File: src/hdl/fcrc_pkg.sv
package fcrc_pkg;

    localparam logic [15:0] CRC_POLY = 16'h1021;
    localparam logic [15:0] CRC_TOP  = 16'h8000;
    localparam logic [15:0] BYTE_MASK = 16'h00ff;

    // Register indexes of the configuration channel
    localparam logic [1:0] REG_REGION_START  = 2'd0;
    localparam logic [1:0] REG_REGION_END    = 2'd1;
    localparam logic [1:0] REG_CRC_MSB_FIRST = 2'd2;

    typedef enum logic [1:0] {
        STATUS_PASS      = 2'd0,
        STATUS_SHORT     = 2'd1,
        STATUS_MISMATCH  = 2'd2,
        STATUS_BAD_CFG   = 2'd3
    } status_t;

    typedef struct packed {
        logic [15:0] region_start;
        logic [15:0] region_end;
        logic        crc_msb_first;
    } cfg_t;

    typedef struct packed {
        logic        frame_pass;
        status_t     check_status;
        logic [15:0] computed_crc;
    } result_t;

    // One byte of CRC-16/XMODEM, MSB first
    function automatic logic [15:0] crc16_byte(input logic [15:0] crc, input logic [7:0] b);
        logic [15:0] c;
        c = crc ^ {b, 8'h00};
        for (int k = 0; k < 8; k++) begin
            if ((c & CRC_TOP) != 16'h0000) begin
                c = {c[14:0], 1'b0} ^ CRC_POLY;
            end else begin
                c = {c[14:0], 1'b0};
            end
        end
        return c;
    endfunction

endpackage

File: src/hdl/fcrc_cfg_regs.sv
module fcrc_cfg_regs (
    input  logic               aclk,
    input  logic               aresetn,
    input  logic               cfg_valid,
    output logic               cfg_ready,
    input  logic [1:0]         cfg_index,
    input  logic [15:0]        cfg_data,
    output fcrc_pkg::cfg_t     cfg
);

    fcrc_pkg::cfg_t cfg_reg;

    assign cfg_ready = 1'b1;
    assign cfg      = cfg_reg;

    // Update the addressed register; ignore unknown indexes
    always_ff @(posedge aclk) begin
        if (!aresetn) begin
            cfg_reg.region_start  <= 16'd0;
            cfg_reg.region_end    <= 16'd1;
            cfg_reg.crc_msb_first <= 1'b0;
        end else if (cfg_valid) begin
            case (cfg_index)
                fcrc_pkg::REG_REGION_START:  cfg_reg.region_start  <= cfg_data;
                fcrc_pkg::REG_REGION_END:    cfg_reg.region_end    <= cfg_data;
                fcrc_pkg::REG_CRC_MSB_FIRST: cfg_reg.crc_msb_first <= cfg_data[0];
                default: ;
            endcase
        end
    end

endmodule

File: src/hdl/fcrc_frame_track.sv
module fcrc_frame_track #(
    parameter int POSITION_BITS = 16
) (
    input  logic                aclk,
    input  logic                aresetn,
    input  logic                accept,
    input  logic [7:0]          data_byte,
    input  logic                frame_last,
    input  fcrc_pkg::cfg_t      cfg,
    output fcrc_pkg::result_t   result
);

    localparam int CW = ((POSITION_BITS > 16) ? POSITION_BITS : 16) + 2;

    logic [POSITION_BITS-1:0] pos_reg, pos_next;
    logic [15:0]              crc_reg, crc_next;
    logic [15:0]              rcv_reg, rcv_next;

    logic [POSITION_BITS-1:0] len;
    logic [15:0]              crc_upd, rcv_upd;
    logic [CW-1:0]            pos_ext, len_ext, start_ext, end_ext;
    fcrc_pkg::status_t        status;

    assign pos_ext   = CW'(pos_reg);
    assign len_ext   = CW'(len);
    assign start_ext = CW'(cfg.region_start);
    assign end_ext   = CW'(cfg.region_end);

    // Fold in-region bytes into the CRC and capture received CRC bytes unless saturated
    always_comb begin
        crc_upd = crc_reg;
        rcv_upd = rcv_reg;
        len     = pos_reg;
        if (!(&pos_reg)) begin
            if (pos_ext >= start_ext && pos_ext < end_ext) begin
                crc_upd = fcrc_pkg::crc16_byte(crc_reg, data_byte);
            end
            if (pos_ext == end_ext) begin
                if (cfg.crc_msb_first) rcv_upd = {data_byte, rcv_reg[7:0]};
                else                   rcv_upd = {rcv_reg[15:8], data_byte};
            end else if (pos_ext == end_ext + CW'(1)) begin
                if (cfg.crc_msb_first) rcv_upd = {rcv_reg[15:8], data_byte};
                else                   rcv_upd = {data_byte, rcv_reg[7:0]};
            end
            len = pos_reg + POSITION_BITS'(1);
        end
    end

    // Judge the frame; configuration is checked first
    always_comb begin
        if (start_ext >= end_ext) begin
            status = fcrc_pkg::STATUS_BAD_CFG;
        end else if (len_ext <= start_ext || len_ext < end_ext + CW'(2)) begin
            status = fcrc_pkg::STATUS_SHORT;
        end else if (rcv_upd != crc_upd) begin
            status = fcrc_pkg::STATUS_MISMATCH;
        end else begin
            status = fcrc_pkg::STATUS_PASS;
        end
        result.frame_pass   = (status == fcrc_pkg::STATUS_PASS);
        result.check_status = status;
        result.computed_crc = (status == fcrc_pkg::STATUS_BAD_CFG) ? 16'h0000 : crc_upd;
    end

    // Advance frame state; clear it after the last byte
    always_comb begin
        pos_next = pos_reg;
        crc_next = crc_reg;
        rcv_next = rcv_reg;
        if (accept) begin
            if (frame_last) begin
                pos_next = '0;
                crc_next = 16'h0000;
                rcv_next = 16'h0000;
            end else begin
                pos_next = len;
                crc_next = crc_upd;
                rcv_next = rcv_upd;
            end
        end
    end

    always_ff @(posedge aclk) begin
        if (!aresetn) begin
            pos_reg <= '0;
            crc_reg <= 16'h0000;
            rcv_reg <= 16'h0000;
        end else begin
            pos_reg <= pos_next;
            crc_reg <= crc_next;
            rcv_reg <= rcv_next;
        end
    end

endmodule

File: src/hdl/fcrc_out_reg.sv
module fcrc_out_reg (
    input  logic               aclk,
    input  logic               aresetn,
    input  logic               load,
    input  fcrc_pkg::result_t  result,
    output logic               room,
    output logic               m_tvalid,
    input  logic               m_tready,
    output fcrc_pkg::result_t  m_result
);

    logic              valid_reg, valid_next;
    fcrc_pkg::result_t data_reg;

    // Accept a new transaction when empty or while the held one is being taken
    assign room     = !valid_reg || m_tready;
    assign m_tvalid = valid_reg;
    assign m_result = data_reg;

    always_comb begin
        valid_next = valid_reg;
        if (load) begin
            valid_next = 1'b1;
        end else if (m_tready) begin
            valid_next = 1'b0;
        end
    end

    always_ff @(posedge aclk) begin
        if (!aresetn) begin
            valid_reg <= 1'b0;
        end else begin
            valid_reg <= valid_next;
        end
    end

    // Hold the payload until a new result is loaded
    always_ff @(posedge aclk) begin
        if (load) begin
            data_reg <= result;
        end
    end

endmodule

File: src/hdl/frame_crc16_region_check.sv
// Channel  | Direction | Payload
// ---------+-----------+---------------------------------------------------
// s_       | in        | tdata[7:0] data_byte, tlast frame_last
// m_       | out       | tdata[15:0] computed_crc, tuser[0] frame_pass,
//          |           | tuser[2:1] check_status
// cfg_     | in        | index 0 region_start, 1 region_end, 2 crc_msb_first
//
// One byte is taken every cycle while the output register has room; the frame
// tracker folds the CRC in byte-wide steps.
// A frame's result appears in the output register in the cycle after its last byte.
// A stalled result holds the output register and input stalls only while it is full
// and not being taken. Reset is synchronous, active low, and clears frame state.
module frame_crc16_region_check #(
    parameter int POSITION_BITS = 16
) (
    input  logic        aclk,
    input  logic        aresetn,
    // Input byte stream
    input  logic        s_tvalid,
    output logic        s_tready,
    input  logic [7:0]  s_tdata,   // [7:0] data_byte
    input  logic        s_tlast,
    // Result stream
    output logic        m_tvalid,
    input  logic        m_tready,
    output logic [15:0] m_tdata,   // [15:0] computed_crc
    output logic [2:0]  m_tuser,   // [0] frame_pass, [2:1] check_status
    // Configuration writes
    input  logic        cfg_valid,
    output logic        cfg_ready,
    input  logic [1:0]  cfg_index,
    input  logic [15:0] cfg_data
);

    fcrc_pkg::cfg_t    cfg;
    fcrc_pkg::result_t result;
    fcrc_pkg::result_t m_result;
    logic              accept;
    logic              room;

    assign s_tready = room;
    assign accept   = s_tvalid && room;

    fcrc_cfg_regs u_cfg (
        .aclk      (aclk),
        .aresetn   (aresetn),
        .cfg_valid (cfg_valid),
        .cfg_ready (cfg_ready),
        .cfg_index (cfg_index),
        .cfg_data  (cfg_data),
        .cfg       (cfg)
    );

    fcrc_frame_track #(
        .POSITION_BITS (POSITION_BITS)
    ) u_track (
        .aclk       (aclk),
        .aresetn    (aresetn),
        .accept     (accept),
        .data_byte  (s_tdata),
        .frame_last (s_tlast),
        .cfg        (cfg),
        .result     (result)
    );

    fcrc_out_reg u_out (
        .aclk     (aclk),
        .aresetn  (aresetn),
        .load     (accept && s_tlast),
        .result   (result),
        .room     (room),
        .m_tvalid (m_tvalid),
        .m_tready (m_tready),
        .m_result (m_result)
    );

    // Pack result fields onto the stream
    assign m_tdata = m_result.computed_crc;
    assign m_tuser = {m_result.check_status, m_result.frame_pass};

endmodule

File: config.mk
export PLATFORM = sky130hd
export DESIGN_NAME = frame_crc16_region_check
export DESIGN_NICKNAME = d
export VERILOG_FILES = /design/src/hdl/fcrc_pkg.sv /design/src/hdl/fcrc_cfg_regs.sv /design/src/hdl/fcrc_frame_track.sv /design/src/hdl/fcrc_out_reg.sv /design/src/hdl/frame_crc16_region_check.sv
export SDC_FILE = /design/constraint.sdc
export NUM_CORES = 1
export LEC_CHECK = 0
export ABC_CLOCK_PERIOD_IN_PS = 6250
export BUFFER_PORTS_ARGS = -buffer_cell sky130_fd_sc_hd__buf_2
export CAP_MARGIN = 20
export CORE_MARGIN = 1.5
export CORE_UTILIZATION = 55
export CTS_BUF_LIST = sky130_fd_sc_hd__clkbuf_4
export DETAILED_ROUTE_END_ITERATION = 12
export PLACE_DENSITY = 0.74
export SLEW_MARGIN = 15
export SYNTH_ARGS = -nofsm -noshare
export SYNTH_HDL_FRONTEND = slang
export SYNTH_SLANG_ARGS = --single-unit
export TNS_END_PERCENT = 50
File: constraint.sdc
create_clock -name aclk -period 6.25 [get_ports aclk]
set_clock_uncertainty 0.2 [all_clocks]
set_input_delay 0.3125 -clock aclk [delete_from_list [all_inputs] [get_ports aclk]]
set_output_delay 0.3125 -clock aclk [all_outputs]
set_load 0.05 [all_outputs]
==> out/results.txt <==
The tools report the total congestion overflow after global routing as 0. The final-report hold violation count is 0. Launching element of the worst setup path: u_track.pos_reg[3]. The largest stage delay on the critical path was 0.70 ns; the pin slew with the least headroom to its limit was 1.05 ns. Setup violations remaining at the end of the flow were counted as 0.

The slowest stage of the critical path is the o311ai_0 cell. The run gives 28.5% as the part of the power in the clock network. Clock-pin slew was measured on the worst setup and hold paths at 0.18 ns. Across the VDD grid, the largest voltage drop is 0.223 mV. Count of pins over their slew limit: 0.

After detailed routing, the number of remaining DRC violations is 0. A synthesized cell averages 8.57 um2. Port buffering added 52 buffers. The horizontal die dimension works out to 121 um. The flow ran to the end, and the final reports show no timing, DRC or antenna violations. In the final layout, the share of cells above drive strength 1 is 9.58%.

The initial standard-cell utilization of the core is 56.9%, and the core area is 0.0134 mm2. The tools report the via count of the first global-routing pass as 6,182. Cell count of the worst reg-to-reg path: 17.

For the cell count after synthesis, the log shows 890. The leakage power was 0.00320 uW; the relative contribution of combinational cells to total power was 27.2%. The post-detailed-route count of antenna-violating nets was 0. The portion of total power attributed to sequential cells was 44.4%; the peak clock frequency supported by timing was 202 MHz. The max-slew headroom at the worst pin was 29.9%.

Detailed routing inserted a total of 6,724 vias. 54 I/O pins were placed. The floorplan step set the die height to 121 um. The ratio of total power to cell area is 193 mW/mm2, and the setup TNS after final layout is 0 ns. The final total power is 1620 uW. STA classifies the critical path endpoint as a flip-flop. The largest net degree at the start of global routing is 83. Max-cap violations in this run came to 0. The run gives 0.00763 mm2 as the cell area after technology mapping. Setup repair after global routing left no endpoint under its margin.

The die covers 0.0146 mm2. Path type of the worst min-delay path: input pin to flip-flop. For the number of antenna violations at the first check in global routing, the log shows 1. At the later pin of the worst-skew pair, clock insertion delay measures 0.52 ns.

The largest fanout on the critical path is 11, and the per-cell via count in the routed design is 6.03. For the total CTS buffers, the log shows 9. For the arrival time at the worst endpoint, the log shows 5.02 ns. The sequential element share of the synthesized area is 29.0%. In this run the critical register-to-register path is launched from u_track.pos_reg[3]. When the netlist entered floorplanning its net count stood at 1,004. In the final routed layout, each cell accounts on average for 18.7 um.

Internal power of the cells: 1070 uW. By instance count, the cell type seen most on the critical path is a21o_1. In this run the number of H-tree levels came out at 3. Before antenna repair, the detailed router went through 6 iterations.

After floorplanning, the core was divided into 42 placement rows. The first global-routing pass estimated 33,200 um of wire. In this run, synthesis inferred 19 flip-flops with an integrated enable. Detailed placement ended at an HPWL of 15,700 um. Among all flip-flop cells after synthesis, the most frequent one is dfxtp_1.

In this run the power spent charging and discharging nets is 552 uW. At the worst endpoint, the required time is 6.32 ns. The register with the most flip-flops in the layout has 33 of them. In this run the deepest clock path goes through 2 buffers. The tools report the share of the core filled with cells as 62.6%.

TritonCTS built the clock tree. Buffers inserted during post-CTS setup optimization: 0. For this design, the CTS-stage hold fixing added 27 buffers.

The worst register-to-register path ends at u_out.m_result[17]. The final worst-path cycle share is 79.2%, and the number of distinct library cell variants in the gate-level netlist after synthesis is 69. The signal on the critical path passes through and4_1 > nand4_1 > or2_2 > nand2_1 > xnor2_1 > ha_1 > a21o_1 > a21o_1 > a21o_1 > a21o_1 > a21o_1 > a21oi_1 > nor2b_1 > o31ai_1 > a21oi_1 > o311ai_0 > a2bb2oi_1. After detailed placement, the total cell area comes to 0.00792 mm2.

The area growth from synthesis to layout is 9.90%. The cell depth of the worst min-delay path is 4. The congestion estimate from routability-driven global placement came to 0.972. The worst setup path is launched from a flip-flop.

The critical path is of the flip-flop to flip-flop type. Across every metal layer, demand over resource in global routing totals 29.3%. The post-route standard cell area excluding fillers is 0.00839 mm2, and the final critical delay including setup and external delays is 4.95 ns. The number of clock sinks seen by CTS was 101. The path with the worst hold slack has its endpoint at u_cfg.cfg[0]. Net switching is 34.0% of the power. The start point of the worst hold path is cfg_index[1]. Aggregate routed wire length: 20,800 um. The proportion of register bits with asynchronous set or reset after synthesis was 0%; the setup slack of the most critical reg-to-reg path was 1.30 ns. The number of storage elements in the synthesis netlist is 101.

After the first detailed-routing iteration, the DRC count stood at 686. The number of nets in the layout was 1,048. The clock root buffer is clkbuf_4. Number of warnings printed during yosys synthesis: 0.

The post-cts repair resize count is 0.
placed cells by master, fill, tap and decap left out, types with 12 or more instances in the layout:
master and n:
dlygate4sd3_1 27, ha_1 82, nand3_1 20, a21boi_0 35
dfxtp_1 82, a22oi_1 44, nor2_1 48, nand2_1 98
a21oi_1 29, mux2i_1 30, xnor2_1 50, inv_1 36
and3_1 12, nor2b_1 51, a21o_1 15, nand4_1 24
xor2_1 29, o21ai_0 23, edfxtp_1 19, buf_2 52
power by group through the flow:
| stage | logic, uW | clock network, uW | registers [uW] |
|---|---|---|---|
| floorplan | 280 | 0 | 761 |
| global placement | 413 | 0 | 732 |
| detailed placement | 419 | 0 | 733 |
| CTS | 434 | 469 | 719 |
| global route | 476 | 489 | 723 |
| finish | 440 | 461 | 719 |
metal layers:
metal / GRT usage, % / wire length (um) / part of all wire [%] / vias up
met1: 41.2 / 9390 / 45 / 3114
met3: 5.09 / 1620 / 7.7 / 52
met4: 10.4 / 620 / 3.0 / 0
li1: - / - / - / 3259
met2: 45.1 / 9220 / 44 / 299
met5: 0 / 0 / 0 / -
worst max path at each step:
stage               slack (ns)  cells past startpoint                  to
finish                    1.30                     17  u_out.m_result[17]
global route              0.98                     17  u_out.m_result[17]
CTS                       1.36                     17  u_out.m_result[17]
detailed placement        1.40                     17  u_out.m_result[17]
global placement          1.58                     17  u_out.m_result[17]
floorplan                 1.93                     19  u_out.m_result[17]
cell usage after synthesis (6+ instances only):
| library cell | count | share of area [%] |
|---|---|---|
| a21oi_1 | 29 | 1.9 |
| nor3_1 | 10 | 0.66 |
| o21ai_0 | 24 | 1.6 |
| ha_1 | 82 | 13 |
| nand2_1 | 98 | 4.8 |
| inv_1 | 36 | 1.8 |
| edfxtp_1 | 19 | 7.5 |
| mux2i_1 | 30 | 3.9 |
| xnor2_1 | 50 | 5.7 |
| buf_2 | 7 | 0.46 |
| and3_1 | 12 | 0.98 |
| nand4_1 | 24 | 2.0 |
| o21a_1 | 9 | 0.89 |
| a21o_1 | 15 | 1.5 |
| xor2_1 | 29 | 3.3 |
| and2_1 | 11 | 0.90 |
| clkbuf_1 | 36 | 1.8 |
| nand2b_1 | 8 | 0.66 |
| dfxtp_1 | 82 | 22 |
| a22oi_1 | 44 | 4.3 |
| nor2b_1 | 51 | 4.2 |
| a21boi_0 | 35 | 3.4 |
| nor2_1 | 48 | 2.4 |
| nand3_1 | 20 | 1.3 |
| a211oi_1 | 6 | 0.59 |
cells by family (layout without fill, tap and decap cells):
kind of cell             count (synthesis)  after routing  share of synthesized area [%]
flip-flops                             101            101                           29.0
multiplexers                            32             32                           4.23
buffers and inverters                   85            134                           4.66
other                                    1              2                         0.0491
XOR/XNOR                                79             79                           9.07
adder cells (fa/ha/maj)                 82             82                           13.4
AND/OR/NAND/NOR                        315            315                           21.5
AO/OA/AOI/OAI                          195            195                           18.0
stage by stage:
stage                     setup slack [ns]  hold WS [ns]  std cells
after floorplan                       1.93         0.236        890
after global placement                1.58         0.280       1072
after detailed placement              1.40         0.287       1072
after CTS                             1.36       0.00177       1115
after global routing                 0.982        0.0330       1116
final                                 1.30        0.0201       1116
area by class of cell:
cell class                      instances  area [um2]
Antenna cell                            1        2.50
Clock buffer                            9        67.6
Clock inverter                          7         128
Fill cell                            1166        5010
Inverter                               36         135
Multi-Input combinational cell        704        5070
Sequential cell                       101        2210
Tap cell                              176         220
Timing Repair Buffer                   82         553
critical path: cells and delay by family (launching register included):
family,cells,cell delay (ns)
xor gates and xnor gates,1,0.17
DFF,1,0.62
adders and majority gates,1,0.29
and+or+nand+nor,5,1.14
AOI/OAI and AO/OA,10,2.29
Note: power is estimated with default switching activity, not from simulation.
